==> src/hw/rtl/assert_macros.svh <==
// Assertion macros shared by the RTL of the radix text unit.
// Expects clk_i and rst_ni in the scope of use.
`ifndef ASSERT_MACROS_SVH
`define ASSERT_MACROS_SVH

// Clocked property, off while reset is held.
`define SIRT_ASSERT(lbl, prop, msg) \
  lbl: assert property (@(posedge clk_i) disable iff (!rst_ni) prop) \
    else $error(msg);

// Condition that must never be seen at a clock edge.
`define SIRT_NEVER(lbl, cond, msg) \
  `SIRT_ASSERT(lbl, !(cond), msg)

`endif

==> src/hw/rtl/sirt_pkg.sv <==
// Shared types, constants and symbol lookup for the radix text unit.
// No dependencies.
package sirt_pkg;

  localparam int unsigned WORD_COUNT = 8;
  localparam int unsigned WORD_W     = 64;
  localparam int unsigned WORD_IW    = 3;
  localparam int unsigned CFG_IDX_W  = 4;
  localparam int unsigned SYM_COUNT  = 64;
  localparam int unsigned SYM_IDX_W  = 6;
  localparam int unsigned SYM_CNT_W  = 7;

  localparam logic [7:0] CHAR_PLUS  = 8'h2B;
  localparam logic [7:0] CHAR_MINUS = 8'h2D;
  localparam logic [7:0] CHAR_NUL   = 8'h00;

  typedef logic [WORD_COUNT-1:0][WORD_W-1:0] alph_words_t;

  // Alphabet check status
  typedef struct packed {
    logic                 valid;
    logic                 bad;
    logic [SYM_CNT_W-1:0] len;
  } chk_sts_t;

  // Digit unit command
  typedef struct packed {
    logic clear;
    logic dbl;
    logic din;
    logic shift;
  } dig_cmd_t;

  // Byte k of the alphabet sits in word k/8, bits 8*(k%8)+7..8*(k%8).
  function automatic logic [7:0] sym_at(alph_words_t words, logic [SYM_IDX_W-1:0] idx);
    return words[idx[SYM_IDX_W-1:WORD_IW]][{idx[WORD_IW-1:0], 3'b000} +: 8];
  endfunction

endpackage

==> src/hw/rtl/signed_integer_to_radix_text_unit.sv <==
// Signed integer to text in a configurable radix. Each number taken on the
// input channel comes out as an optional '-' and then its digits, most
// significant first, one byte per output transaction, with last on the final
// byte. The digit alphabet lives in eight 64-bit registers and ends at the
// first zero byte; its length is the radix. If the alphabet is shorter than
// two symbols, holds '+' or '-', or repeats a symbol, a number yields a single
// byte 0 with last and invalid set. Timing: after any configuration write the
// alphabet is rescanned at one symbol per cycle (overlapped with idle time; an
// item arriving earlier waits for it). Each item then occupies the unit for
// bit-serial conversion in the shared double-and-add digit unit, for a '-' byte
// if the number is negative, and for the readout of NUMBER_WIDTH digit
// positions, one digit position per cycle while the output does not stall.
// in_stall_o is high for the whole of that time. Depends on sirt_pkg and
// assert_macros.svh.
`include "assert_macros.svh"

module signed_integer_to_radix_text_unit #(
  parameter int unsigned ALPHABET_CAPACITY = 64,
  parameter int unsigned NUMBER_WIDTH      = 32
) (
  input  logic                                clk_i,
  input  logic                                rst_ni,
  input  logic                                cfg_valid_i,
  output logic                                cfg_ready_o,
  input  logic [sirt_pkg::CFG_IDX_W-1:0]      cfg_index_i,
  input  logic [sirt_pkg::WORD_W-1:0]         cfg_data_i,
  input  logic                                in_valid_i,
  output logic                                in_stall_o,
  input  logic signed [NUMBER_WIDTH-1:0]      number_i,
  output logic                                out_valid_o,
  input  logic                                out_stall_i,
  output logic [7:0]                          character_o,
  output logic                                last_o,
  output logic                                invalid_o
);
  import sirt_pkg::*;

  localparam int unsigned DW = $clog2(ALPHABET_CAPACITY);
  localparam int unsigned LW = $clog2(ALPHABET_CAPACITY + 1);
  localparam int unsigned CW = $clog2(NUMBER_WIDTH + 1);
  localparam int unsigned PW = $clog2(NUMBER_WIDTH);

  typedef enum logic [2:0] {
    S_IDLE,
    S_SCAN,
    S_CONV,
    S_SIGN,
    S_EMIT,
    S_BAD
  } state_e;

  state_e                  state_q, state_d;
  alph_words_t             alph_q;
  logic [NUMBER_WIDTH-1:0] mag_q, mag_d;
  logic                    neg_q, neg_d;
  logic [PW-1:0]           cnt_q, cnt_d;
  logic                    ov_q, ov_d;
  logic [7:0]              char_q, char_d;
  logic                    last_q, last_d;
  logic                    inv_q, inv_d;

  chk_sts_t                chk_sts;
  dig_cmd_t                dig_cmd;
  logic [DW-1:0]           top_digit;
  logic [CW-1:0]           ndig;
  logic                    cfg_wr, in_acc, out_free, emit_now;

  // Configuration registers
  assign cfg_ready_o = 1'b1;
  assign cfg_wr      = cfg_valid_i && cfg_ready_o && (cfg_index_i < CFG_IDX_W'(WORD_COUNT));

  always_ff @(posedge clk_i or negedge rst_ni) begin
    if (!rst_ni) begin
      alph_q <= '0;
    end else if (cfg_wr) begin
      alph_q[cfg_index_i[WORD_IW-1:0]] <= cfg_data_i;
    end
  end

  sirt_alpha_chk #(
    .ALPHABET_CAPACITY(ALPHABET_CAPACITY)
  ) u_chk (
    .clk_i  (clk_i),
    .rst_ni (rst_ni),
    .clear_i(cfg_wr),
    .alph_i (alph_q),
    .sts_o  (chk_sts)
  );

  sirt_digit_unit #(
    .ALPHABET_CAPACITY(ALPHABET_CAPACITY),
    .NUMBER_WIDTH     (NUMBER_WIDTH)
  ) u_dig (
    .clk_i      (clk_i),
    .rst_ni     (rst_ni),
    .cmd_i      (dig_cmd),
    .radix_i    (LW'(chk_sts.len)),
    .top_digit_o(top_digit),
    .ndig_o     (ndig)
  );

  assign in_stall_o = (state_q != S_IDLE);
  assign in_acc     = in_valid_i && !in_stall_o;
  assign out_free   = !ov_q || !out_stall_i;
  // In readout cnt_q is the digit position now at the top of the register.
  assign emit_now   = (CW'(cnt_q) < ndig);

  always_comb begin
    state_d = state_q;
    mag_d   = mag_q;
    neg_d   = neg_q;
    cnt_d   = cnt_q;
    ov_d    = ov_q && out_stall_i;
    char_d  = char_q;
    last_d  = last_q;
    inv_d   = inv_q;
    dig_cmd = '0;
    case (state_q)
      S_IDLE: begin
        if (in_acc) begin
          neg_d         = number_i[NUMBER_WIDTH-1];
          mag_d         = number_i[NUMBER_WIDTH-1] ? -number_i : number_i;
          cnt_d         = '0;
          dig_cmd.clear = 1'b1;
          if (!chk_sts.valid) begin
            state_d = S_SCAN;
          end else if (chk_sts.bad) begin
            state_d = S_BAD;
          end else begin
            state_d = S_CONV;
          end
        end
      end
      S_SCAN: begin
        if (chk_sts.valid) begin
          state_d = chk_sts.bad ? S_BAD : S_CONV;
        end
      end
      S_CONV: begin
        dig_cmd.dbl = 1'b1;
        dig_cmd.din = mag_q[NUMBER_WIDTH-1];
        mag_d       = mag_q << 1;
        cnt_d       = cnt_q + PW'(1);
        if (cnt_q == PW'(NUMBER_WIDTH - 1)) begin
          cnt_d   = PW'(NUMBER_WIDTH - 1);
          state_d = neg_q ? S_SIGN : S_EMIT;
        end
      end
      S_SIGN: begin
        if (out_free) begin
          ov_d    = 1'b1;
          char_d  = CHAR_MINUS;
          last_d  = 1'b0;
          inv_d   = 1'b0;
          state_d = S_EMIT;
        end
      end
      S_EMIT: begin
        if (!emit_now) begin
          // leading zero position, skip it
          dig_cmd.shift = 1'b1;
          cnt_d         = cnt_q - PW'(1);
        end else if (out_free) begin
          ov_d          = 1'b1;
          char_d        = sym_at(alph_q, SYM_IDX_W'(top_digit));
          last_d        = (cnt_q == '0);
          inv_d         = 1'b0;
          dig_cmd.shift = 1'b1;
          cnt_d         = cnt_q - PW'(1);
          if (cnt_q == '0) begin
            state_d = S_IDLE;
          end
        end
      end
      S_BAD: begin
        if (out_free) begin
          ov_d    = 1'b1;
          char_d  = CHAR_NUL;
          last_d  = 1'b1;
          inv_d   = 1'b1;
          state_d = S_IDLE;
        end
      end
      default: begin
        state_d = S_IDLE;
      end
    endcase
  end

  always_ff @(posedge clk_i or negedge rst_ni) begin
    if (!rst_ni) begin
      state_q <= S_IDLE;
      mag_q   <= '0;
      neg_q   <= 1'b0;
      cnt_q   <= '0;
      ov_q    <= 1'b0;
      char_q  <= '0;
      last_q  <= 1'b0;
      inv_q   <= 1'b0;
    end else begin
      state_q <= state_d;
      mag_q   <= mag_d;
      neg_q   <= neg_d;
      cnt_q   <= cnt_d;
      ov_q    <= ov_d;
      char_q  <= char_d;
      last_q  <= last_d;
      inv_q   <= inv_d;
    end
  end

  assign out_valid_o = ov_q;
  assign character_o = char_q;
  assign last_o      = last_q;
  assign invalid_o   = inv_q;

  `SIRT_ASSERT(a_bad_alone, out_valid_o && invalid_o |-> last_o && (character_o == CHAR_NUL), "invalid result must be a lone zero byte")
  `SIRT_NEVER(a_ndig_range, ndig > CW'(NUMBER_WIDTH), "digit count exceeds number width")
  `SIRT_ASSERT(a_lead_zero, (state_q == S_EMIT) && !emit_now |-> (top_digit == '0), "nonzero digit above digit count")
  `SIRT_ASSERT(a_busy_after_acc, in_valid_i && !in_stall_o |=> in_stall_o, "transaction taken but unit not busy")

endmodule

==> src/hw/rtl/sirt_alpha_chk.sv <==
// Alphabet scanner: finds the alphabet length and flags short, signed or
// repeated alphabets, one symbol per cycle. Depends on sirt_pkg.
module sirt_alpha_chk #(
  parameter int unsigned ALPHABET_CAPACITY = 64
) (
  input  logic                  clk_i,
  input  logic                  rst_ni,
  input  logic                  clear_i,
  input  sirt_pkg::alph_words_t alph_i,
  output sirt_pkg::chk_sts_t    sts_o
);
  import sirt_pkg::*;

  localparam int unsigned LW = $clog2(ALPHABET_CAPACITY + 1);

  logic [LW-1:0]        scan_q, scan_d;
  logic [LW-1:0]        len_q, len_d;
  logic                 valid_q, valid_d;
  logic                 bad_q, bad_d;
  logic [SYM_CNT_W-1:0] pos_w;
  logic [7:0]           sym_w;
  logic                 dup_w, sign_w, at_end_w;

  // Compare the current symbol against every earlier one in parallel.
  always_comb begin
    pos_w    = SYM_CNT_W'(scan_q);
    sym_w    = sym_at(alph_i, SYM_IDX_W'(scan_q));
    sign_w   = (sym_w == CHAR_PLUS) || (sym_w == CHAR_MINUS);
    at_end_w = (scan_q == LW'(ALPHABET_CAPACITY));
    dup_w    = 1'b0;
    for (int j = 0; j < SYM_COUNT; j++) begin
      if ((SYM_CNT_W'(j) < pos_w) && (sym_at(alph_i, SYM_IDX_W'(j)) == sym_w)) begin
        dup_w = 1'b1;
      end
    end
  end

  always_comb begin
    scan_d  = scan_q;
    len_d   = len_q;
    valid_d = valid_q;
    bad_d   = bad_q;
    if (clear_i) begin
      valid_d = 1'b0;
      scan_d  = '0;
    end else if (!valid_q) begin
      if (at_end_w) begin
        valid_d = 1'b1;
        bad_d   = 1'b0;
        len_d   = scan_q;
      end else if (sym_w == CHAR_NUL) begin
        valid_d = 1'b1;
        bad_d   = (scan_q < LW'(2));
        len_d   = scan_q;
      end else if (sign_w || dup_w) begin
        valid_d = 1'b1;
        bad_d   = 1'b1;
      end else begin
        scan_d = scan_q + LW'(1);
      end
    end
  end

  always_ff @(posedge clk_i or negedge rst_ni) begin
    if (!rst_ni) begin
      scan_q  <= '0;
      len_q   <= '0;
      valid_q <= 1'b0;
      bad_q   <= 1'b0;
    end else begin
      scan_q  <= scan_d;
      len_q   <= len_d;
      valid_q <= valid_d;
      bad_q   <= bad_d;
    end
  end

  assign sts_o.valid = valid_q;
  assign sts_o.bad   = bad_q;
  assign sts_o.len   = SYM_CNT_W'(len_q);

endmodule

==> src/hw/rtl/sirt_digit_unit.sv <==
// Radix digit register with a shared double-and-add step (binary to radix,
// one input bit per cycle) and a shift toward the top for readout.
// Depends on sirt_pkg.
module sirt_digit_unit #(
  parameter int unsigned ALPHABET_CAPACITY = 64,
  parameter int unsigned NUMBER_WIDTH      = 32
) (
  input  logic                                   clk_i,
  input  logic                                   rst_ni,
  input  sirt_pkg::dig_cmd_t                     cmd_i,
  input  logic [$clog2(ALPHABET_CAPACITY+1)-1:0] radix_i,
  output logic [$clog2(ALPHABET_CAPACITY)-1:0]   top_digit_o,
  output logic [$clog2(NUMBER_WIDTH+1)-1:0]      ndig_o
);
  import sirt_pkg::*;

  localparam int unsigned DW = $clog2(ALPHABET_CAPACITY);
  localparam int unsigned ND = NUMBER_WIDTH;
  localparam int unsigned CW = $clog2(ND + 1);

  logic [DW-1:0] dig_q [ND];
  logic [DW-1:0] dig_d [ND];
  logic [DW-1:0] dbl_w [ND];
  logic [DW:0]   t_w   [ND];
  logic [CW-1:0] ndig_q, ndig_d;
  logic [DW:0]   rad_w;
  logic [ND-1:0] gen_w, prop_w;
  logic [ND:0]   sum_w, carry_w;

  // Digit k doubles to 2d+c. It carries out when 2d >= r (generate) or
  // when 2d+1 == r and a carry comes in (propagate), so the carry chain
  // is an ordinary adder carry.
  always_comb begin
    rad_w = (DW+1)'(radix_i);
    for (int k = 0; k < ND; k++) begin
      gen_w[k]  = ({dig_q[k], 1'b0} >= rad_w);
      prop_w[k] = ({dig_q[k], 1'b1} == rad_w);
    end
    sum_w   = {1'b0, gen_w | prop_w} + {1'b0, gen_w} + (ND+1)'(cmd_i.din);
    carry_w = sum_w ^ {1'b0, gen_w | prop_w} ^ {1'b0, gen_w};
    for (int k = 0; k < ND; k++) begin
      t_w[k]   = {dig_q[k], carry_w[k]};
      dbl_w[k] = (t_w[k] >= rad_w) ? DW'(t_w[k] - rad_w) : DW'(t_w[k]);
    end
  end

  always_comb begin
    dig_d  = dig_q;
    ndig_d = ndig_q;
    if (cmd_i.clear) begin
      for (int k = 0; k < ND; k++) begin
        dig_d[k] = '0;
      end
      ndig_d = CW'(1);
    end else if (cmd_i.dbl) begin
      dig_d  = dbl_w;
      ndig_d = ndig_q + CW'(carry_w[ndig_q]);
    end else if (cmd_i.shift) begin
      dig_d[0] = '0;
      for (int k = 1; k < ND; k++) begin
        dig_d[k] = dig_q[k-1];
      end
    end
  end

  always_ff @(posedge clk_i) begin
    dig_q <= dig_d;
  end

  always_ff @(posedge clk_i or negedge rst_ni) begin
    if (!rst_ni) begin
      ndig_q <= CW'(1);
    end else begin
      ndig_q <= ndig_d;
    end
  end

  assign top_digit_o = dig_q[ND-1];
  assign ndig_o      = ndig_q;

endmodule
==> config.mk <==
export PLATFORM = sky130hd
export DESIGN_NAME = signed_integer_to_radix_text_unit
export DESIGN_NICKNAME = d
export VERILOG_FILES = /design/src/hw/rtl/sirt_pkg.sv /design/src/hw/rtl/signed_integer_to_radix_text_unit.sv /design/src/hw/rtl/sirt_alpha_chk.sv /design/src/hw/rtl/sirt_digit_unit.sv
export VERILOG_INCLUDE_DIRS = /design/src /design/src/hw/rtl
export SDC_FILE = /design/constraint.sdc
export NUM_CORES = 2
export LEC_CHECK = 0
export BUFFER_PORTS_ARGS = -buffer_cell sky130_fd_sc_hd__buf_2
export CAP_MARGIN = 20
export CELL_PAD_IN_SITES_DETAIL_PLACEMENT = 1
export CELL_PAD_IN_SITES_GLOBAL_PLACEMENT = 2
export CORE_MARGIN = 8
export CORE_UTILIZATION = 28
export CTS_CLUSTER_DIAMETER = 150
export DETAILED_ROUTE_END_ITERATION = 8
export PLACE_DENSITY = 0.55
export SLEW_MARGIN = 40
export SYNTH_ARGS = -nofsm -noshare
export SYNTH_HDL_FRONTEND = slang
export SYNTH_SLANG_ARGS = --single-unit
==> constraint.sdc <==
create_clock -name clk_i -period 14.4 [get_ports clk_i]
set_clock_uncertainty 0.05 [all_clocks]
set_input_delay 2.16 -clock clk_i [delete_from_list [all_inputs] [get_ports clk_i]]
set_output_delay 2.16 -clock clk_i [all_outputs]
set_load 0.05 [all_outputs]
### After elaboration in Yosys (flattened, before gate mapping)

Index checks and enable logic that the tools add are counted.

| storage, ports and cells | value |
|---|---|
| output and inout port bits | 13 |
| word-level logic and storage cells | 614 |
| input port bits | 105 |
| bits in registers | 778 |

| cells by class | value |
|---|---|
| $lt $le $gt $ge | 136 |
| reduce and logical (&&, ||, !) cells | 95 |
| equality and inequality tests | 118 |
| mux-type cells | 166 |
| bitwise operators | 5 |
| shifts and indexed selects | 2 |
| $add $sub $neg | 39 |

Operators with widths:

| operator | number |
|---|---|
| $bwmux W512 | 1 |
| $eq A8 B8 Y1 | 64 |
| $ge A7 B7 Y1 | 64 |
| $bmux W64 S3 | 2 |
| $mux W192 | 2 |
| $eq A7 B7 Y1 | 32 |
| $lt A6 B7 Y1 const A | 32 |
| $mux W6 | 34 |
| $demux W64 S3 | 1 |
| $mux W64 | 3 |
| $sub A6 B6 Y6 | 32 |
| $shiftx A64 B7 Y8 | 2 |
| $lt A5 B7 Y1 const A | 16 |
| $mux W1 | 86 |
| $logic_and A1 B1 Y1 | 68 |
| $xor A33 B32 Y33 | 2 |
| $mux W32 | 2 |
| $pmux W32 S2 | 1 |
| $lt A4 B7 Y1 const A | 8 |
| $mux W7 | 7 |
| $add A32 B32 Y33 | 1 |
| $add A33 B1 Y33 | 1 |
| $mux W3 | 11 |
| $mux W8 | 4 |
| other kinds (46) | 85 |

### Depth between registers and ports, before layout

| logic depth | value |
|---|---|
| depth after elaboration | 75 |
| depth in mapped cells | 30 |
| depth with buffers taken out | 30 |

### Hierarchy

Synthesis repeated with hierarchy kept, for this count alone.

| second synthesis, totals | value |
|---|---|
| cell total of the unflattened synthesis | 5815 |
| area, all modules | 58760.1 sq um |

By module, submodules not included:

| module | instances | area each (sq um) | cells each | sequential area each (sq um) |
|---|---|---|---|---|
| signed_integer_to_radix_text_unit | 1 | 26108.8 | 1758 | 14113.5 |
| sirt_digit_unit | 1 | 20668.6 | 2671 | 3995.1 |
| sirt_alpha_chk | 1 | 11982.7 | 1386 | 400.4 |

### Worst setup path after synthesis

Ideal clock, no wire load.

| timing path | value |
|---|---|
| path kind | register to register |
| start point | register u_chk.len_q[1] |
| end point | register u_dig.dig_q[31] in the netlist's numbering |
| arrival time | 7486 ps |
| library setup time | 132 ps |
| path slack | 6733 ps |
| cell stages (with the launch flop) | 27 |
| data required time | 14218 ps |
| period minus slack after synthesis | 7667 ps |
| buffers on the path | 0 |
| path through | dfrtp_1 > inv_1 > ha_1 > a21oi_1 > o21bai_1 > nor3_1 > ha_1 > a211o_1 > ha_1 > o311ai_0 > a31oi_1 > o21ai_1 > o21ai_0 > a41oi_1 > nor3_1 > o31ai_1 > ha_1 > nor2b_1 > o21ai_0 > nand2b_1 > a21oi_1 > a21boi_1 > nor2_1 > a21oi_1 > nor2_1 > a211oi_1 > nor3_1 |

| between the ends | value |
|---|---|
| word-level cells in the longest chain between the ends | 9 |
| elaborated cells on any way between the ends | 63 |
| classes of those cells | add/sub (3); order compare (28); eq/ne (27); mux (2); bitwise (3) |

Ends and longest elaborated chain:

| element | line | text |
|---|---|---|
| start: declaration | sirt_alpha_chk.sv:17 | `logic [LW-1:0] len_q, len_d;` |
| start signal: assignment | sirt_alpha_chk.sv:72 | `len_q <= len_d;` |
| $ge A7 B7 Y1 / $eq A7 B7 Y1 (equally long branches) | sirt_digit_unit.sv:36, sirt_digit_unit.sv:37 |  |
| $or A32 B32 Y32 | sirt_digit_unit.sv:39, sirt_digit_unit.sv:40 |  |
| $add A32 B32 Y33 | sirt_digit_unit.sv:39 | `sum_w = {1'b0, gen_w \| prop_w} + {1'b0, gen_w} + (ND+1)'(cmd_i.din);` |
| $add A33 B1 Y33 | sirt_digit_unit.sv:39 |  |
| $xor A33 B32 Y33 (2 in series) | sirt_digit_unit.sv:40 | `carry_w = sum_w ^ {1'b0, gen_w \| prop_w} ^ {1'b0, gen_w};` |
| $sub A6 B6 Y6 / $ge A7 B7 Y1 (equally long branches) | sirt_digit_unit.sv:43 | `dbl_w[k] = (t_w[k] >= rad_w) ? DW'(t_w[k] - rad_w) : DW'(t_w[k]);` |
| $mux W6 (*) | sirt_digit_unit.sv:43 |  |
| $mux W192 (*) | sirt_digit_unit.sv:55 | `end else if (cmd_i.dbl) begin` |
| end signal: assignment | sirt_digit_unit.sv:67 | `dig_q <= dig_d;` |
| end: declaration | sirt_digit_unit.sv:21 | `logic [DW-1:0] dig_q [ND];` |

Every way passes the cells marked *; elsewhere a longest branch is shown, timed or not.
A chain may end at the register's enable or synchronous reset.

### Worst setup path after layout

| timing path | value |
|---|---|
| start point | register u_chk.len_q[1] |
| end point | register u_dig.dig_q[32] in the netlist's numbering |

The elaborated chain is that of the path after synthesis.

==> results.json <==
{
  "status": "finished clean",
  "min_period_ps": 8093,
  "htree_levels": 3,
  "hold_class": "register to register",
  "crit_fanout": 19,
  "numCtsBuffers": 104,
  "syn-cell-area_um2": 59670,
  "setup_viol": 0,
  "rr_startpoint": "u_chk.len_q[1]$_DFFE_PN0P_",
  "start_util_pct": 28.16,
  "tightest_slew_ps": 1002,
  "antenna_found_initial": 26,
  "core_area_um2": 211900,
  "p_per_area_nw_per_um2": 276.3,
  "die_h_um": 477.7,
  "cp-end-kind": "register",
  "hpwl_um": 203600,
  "postSynthAreaPerCell_um2": 9.800,
  "cts_sinks": 778,
  "relSlewSlack_pct": 32.58,
  "finalSetupTns_ps": 0,
  "die-area_um2": 228200,
  "drive_gt1_share_pct": 21.29,
  "drt_iter0_drc": 3666,
  "area.growth.synth_to_final_pct": 12.97,
  "dr.pass1.iters": 5,
  "vias": 52372,
  "min-delay-start": "character_o[7]$_DFFE_PN0P_",
  "fin_nets": 6423,
  "cp-startpoint": "u_chk.len_q[1]$_DFFE_PN0P_",
  "grt.total_usage_pct": 24.34,
  "synth-edff-count": 0,
  "critPathKind": "register to register",
  "required_ps": 14960,
  "ys_warn_count": 0,
  "grt_pass1_wl_um": 412900,
  "vias_per_cell": 5.837,
  "rows": 169,
  "yosysUniqueCellTypes": 101,
  "drtAntennaViolNets": 0,
  "first_global_vias": 54041,
  "clkTransAtPathRegs_ps": 60,
  "post_cts_resized": 0,
  "grt-ovfl-total": 0,
  "root_buffer": "clkbuf_16",
  "synth_area_leader_cell": "dfrtp_1",
  "die_w_um": 477.7,
  "grt_start_max_net_pins": 99,
  "ios": 118,
  "final_common_cell": "dfrtp_1",
  "cp-start-kind": "register",
  "portBuffers": 116,
  "rsz0062_at_grt": "false",
  "hold_viol": 0,
  "leakage_nw": 26.56,
  "drv_cap": 0,
  "synth_area_leaders": "dfrtp_1, mux2_2, mux4_2, dfxtp_1, ha_1",
  "yosys.area.top_type_share_pct": 24.53,
  "fmax_ghz": 0.1236,
  "netlist_instances": 6089,
  "clk_path_buf_depth": 3,
  "post_cts_buffers": 0,
  "drc": 0,
  "ys_seq_elements": 778,
  "cts_tree": "built",
  "wl_um": 287700,
  "final.period_utilization_pct": 56.20,
  "final_cell_mix": "dfrtp_1, mux2_2, nor2_1, a21oi_1, o21ai_0",
  "wl_per_cell_um": 32.07,
  "drv_slew": 0,
  "async_reset_ff_share_pct": 75.32,
  "fin_worst_hold_slack_ps": 440.9,
  "hold_buffers": 0,
  "syn_nets": 6464,
  "instances_no_fill": 8972,
  "n_fill_cell": 23842,
  "synth_ff_type": "dfrtp_1",
  "worstPathArrival_ps": 8650,
  "vdd_drop_max_uv": 126.7,
  "seq_area_frac_synth_pct": 31.02,
  "clock_latency_ps": 780,
  "place_congestion": 0.9725,
  "placed_cells": 8759
}
stage by stage:
step | cell area, um2 | setup WS, ps | power [mW] | utilization, %
final | 67420 | 6307 | 18.63 | 31.82
after global routing | 67410 | 5693 | 19.99 | 31.82
after CTS | 67230 | 6155 | 18.67 | 31.73
after detailed placement | 63440 | 6246 | 15.63 | 29.94
after global placement | 63160 | 6201 | 15.47 | 29.81
after floorplan | 59670 | 6733 | 11.54 | -
per-layer routing:
layer	vias to the layer above	wire length (um)	track usage [%]	part of all wire (%)
li1	22889	-	-	-
met1	27475	118600	30.16	41
met2	1434	138800	41.27	48
met3	568	13760	3.597	4.8
met4	6	16540	12.11	5.7
met5	-	42	0	0.015
cell usage after synthesis (all sizes together), types with 59 or more instances:
cell and n:
inv 153, nand4 99, mux2i 147, nor2b 59
o21ai 286, nor3 131, nor2 494, buf 143
mux4 257, o22ai 63, ha 238, a211oi 155
a22oi 90, xnor2 251, or3 68, a21o 137
nand3 97, dfxtp 192, clkbuf 264, nand2 230
dfrtp 585, a21oi 491, mux2 516, xor2 237
and3 89
report_power, final:
part | switching (mW) | leakage, nW | total, mW | internal, mW
Clock | 1.16 | 1.84 | 2.93 | 1.77
Combinational | 7.68 | 15.9 | 12.1 | 4.43
Sequential | 0.830 | 8.78 | 3.59 | 2.76
Total | 9.67 | 26.6 | 18.6 | 8.96
logic make-up after synthesis:
logic type,share of synthesized area [%]
buf+inv,4.206
fa+ha+maj,6.064
xor+xnor,7.162
compound gates,16.52
simple gates,13.08
flops,31.02
other cells,0.006284
mux,21.95
final timing paths:
path | slack (ps) | cells after the start | endpoint
max in group asynchronous | 10510 | 4 | mag_q[3]$_DFFE_PN0P_
min | 440 | 1 | character_o[7]$_DFFE_PN0P_
max | 6310 | 27 | u_dig.dig_q[32]$_SDFFE_PP0P_
max reg2reg | 6310 | 27 | u_dig.dig_q[32]$_SDFFE_PP0P_
min reg2reg | 440 | 1 | character_o[7]$_DFFE_PN0P_
min in group asynchronous | 1250 | 1 | alph_q[408]$_DFFE_PN0P_
cell type report:
class	count	area (um2)	area share (%)
clock inverters	49	763.2	1.132
repair buffers	260	1917	2.843
diodes	16	40.04	0.05939
well taps	2821	3530	5.236
clock buffers	144	3024	4.486
multi-input cells	4747	39010	57.87
flip-flops and latches	778	18540	27.50
inverters	157	591.8	0.8779
registers in the layout, summed over array words and instances (netlist names):
name               count
u_dig.dig_q          186
cnt_q                  5
invalid_o              1
alph_q               512
character_o            8
last_o                 1
neg_q                  1
u_dig.ndig_o           6
u_chk.valid_q          1
mag_q                 32
u_chk.pos_w            7
out_valid_o            1
u_dig.top_digit_o      6
state_q                3
u_chk.bad_q            1
u_chk.len_q            7
worst max-delay path: stages, from the launching register on:
cell and delay, ps:
dfrtp_4 720, inv_2 420, ha_1 480, a21oi_1 90, o21bai_1 190, nor3_1 100, ha_1 200, a211o_1 310
ha_1 200, o311ai_0 700, a31oi_1 340, o21ai_1 210, buf_4 200, o21ai_0 140, a41oi_1 640, nor3_1 180
o31ai_1 630, ha_1 320, nor2b_1 60, o21ai_0 180, nand2b_1 150, a21oi_1 200, a21boi_1 600, nor2_1 120
a21oi_1 180, a211oi_1 100, a21oi_1 170, nor2_1 50
Note: power is estimated with default switching activity, not from simulation.
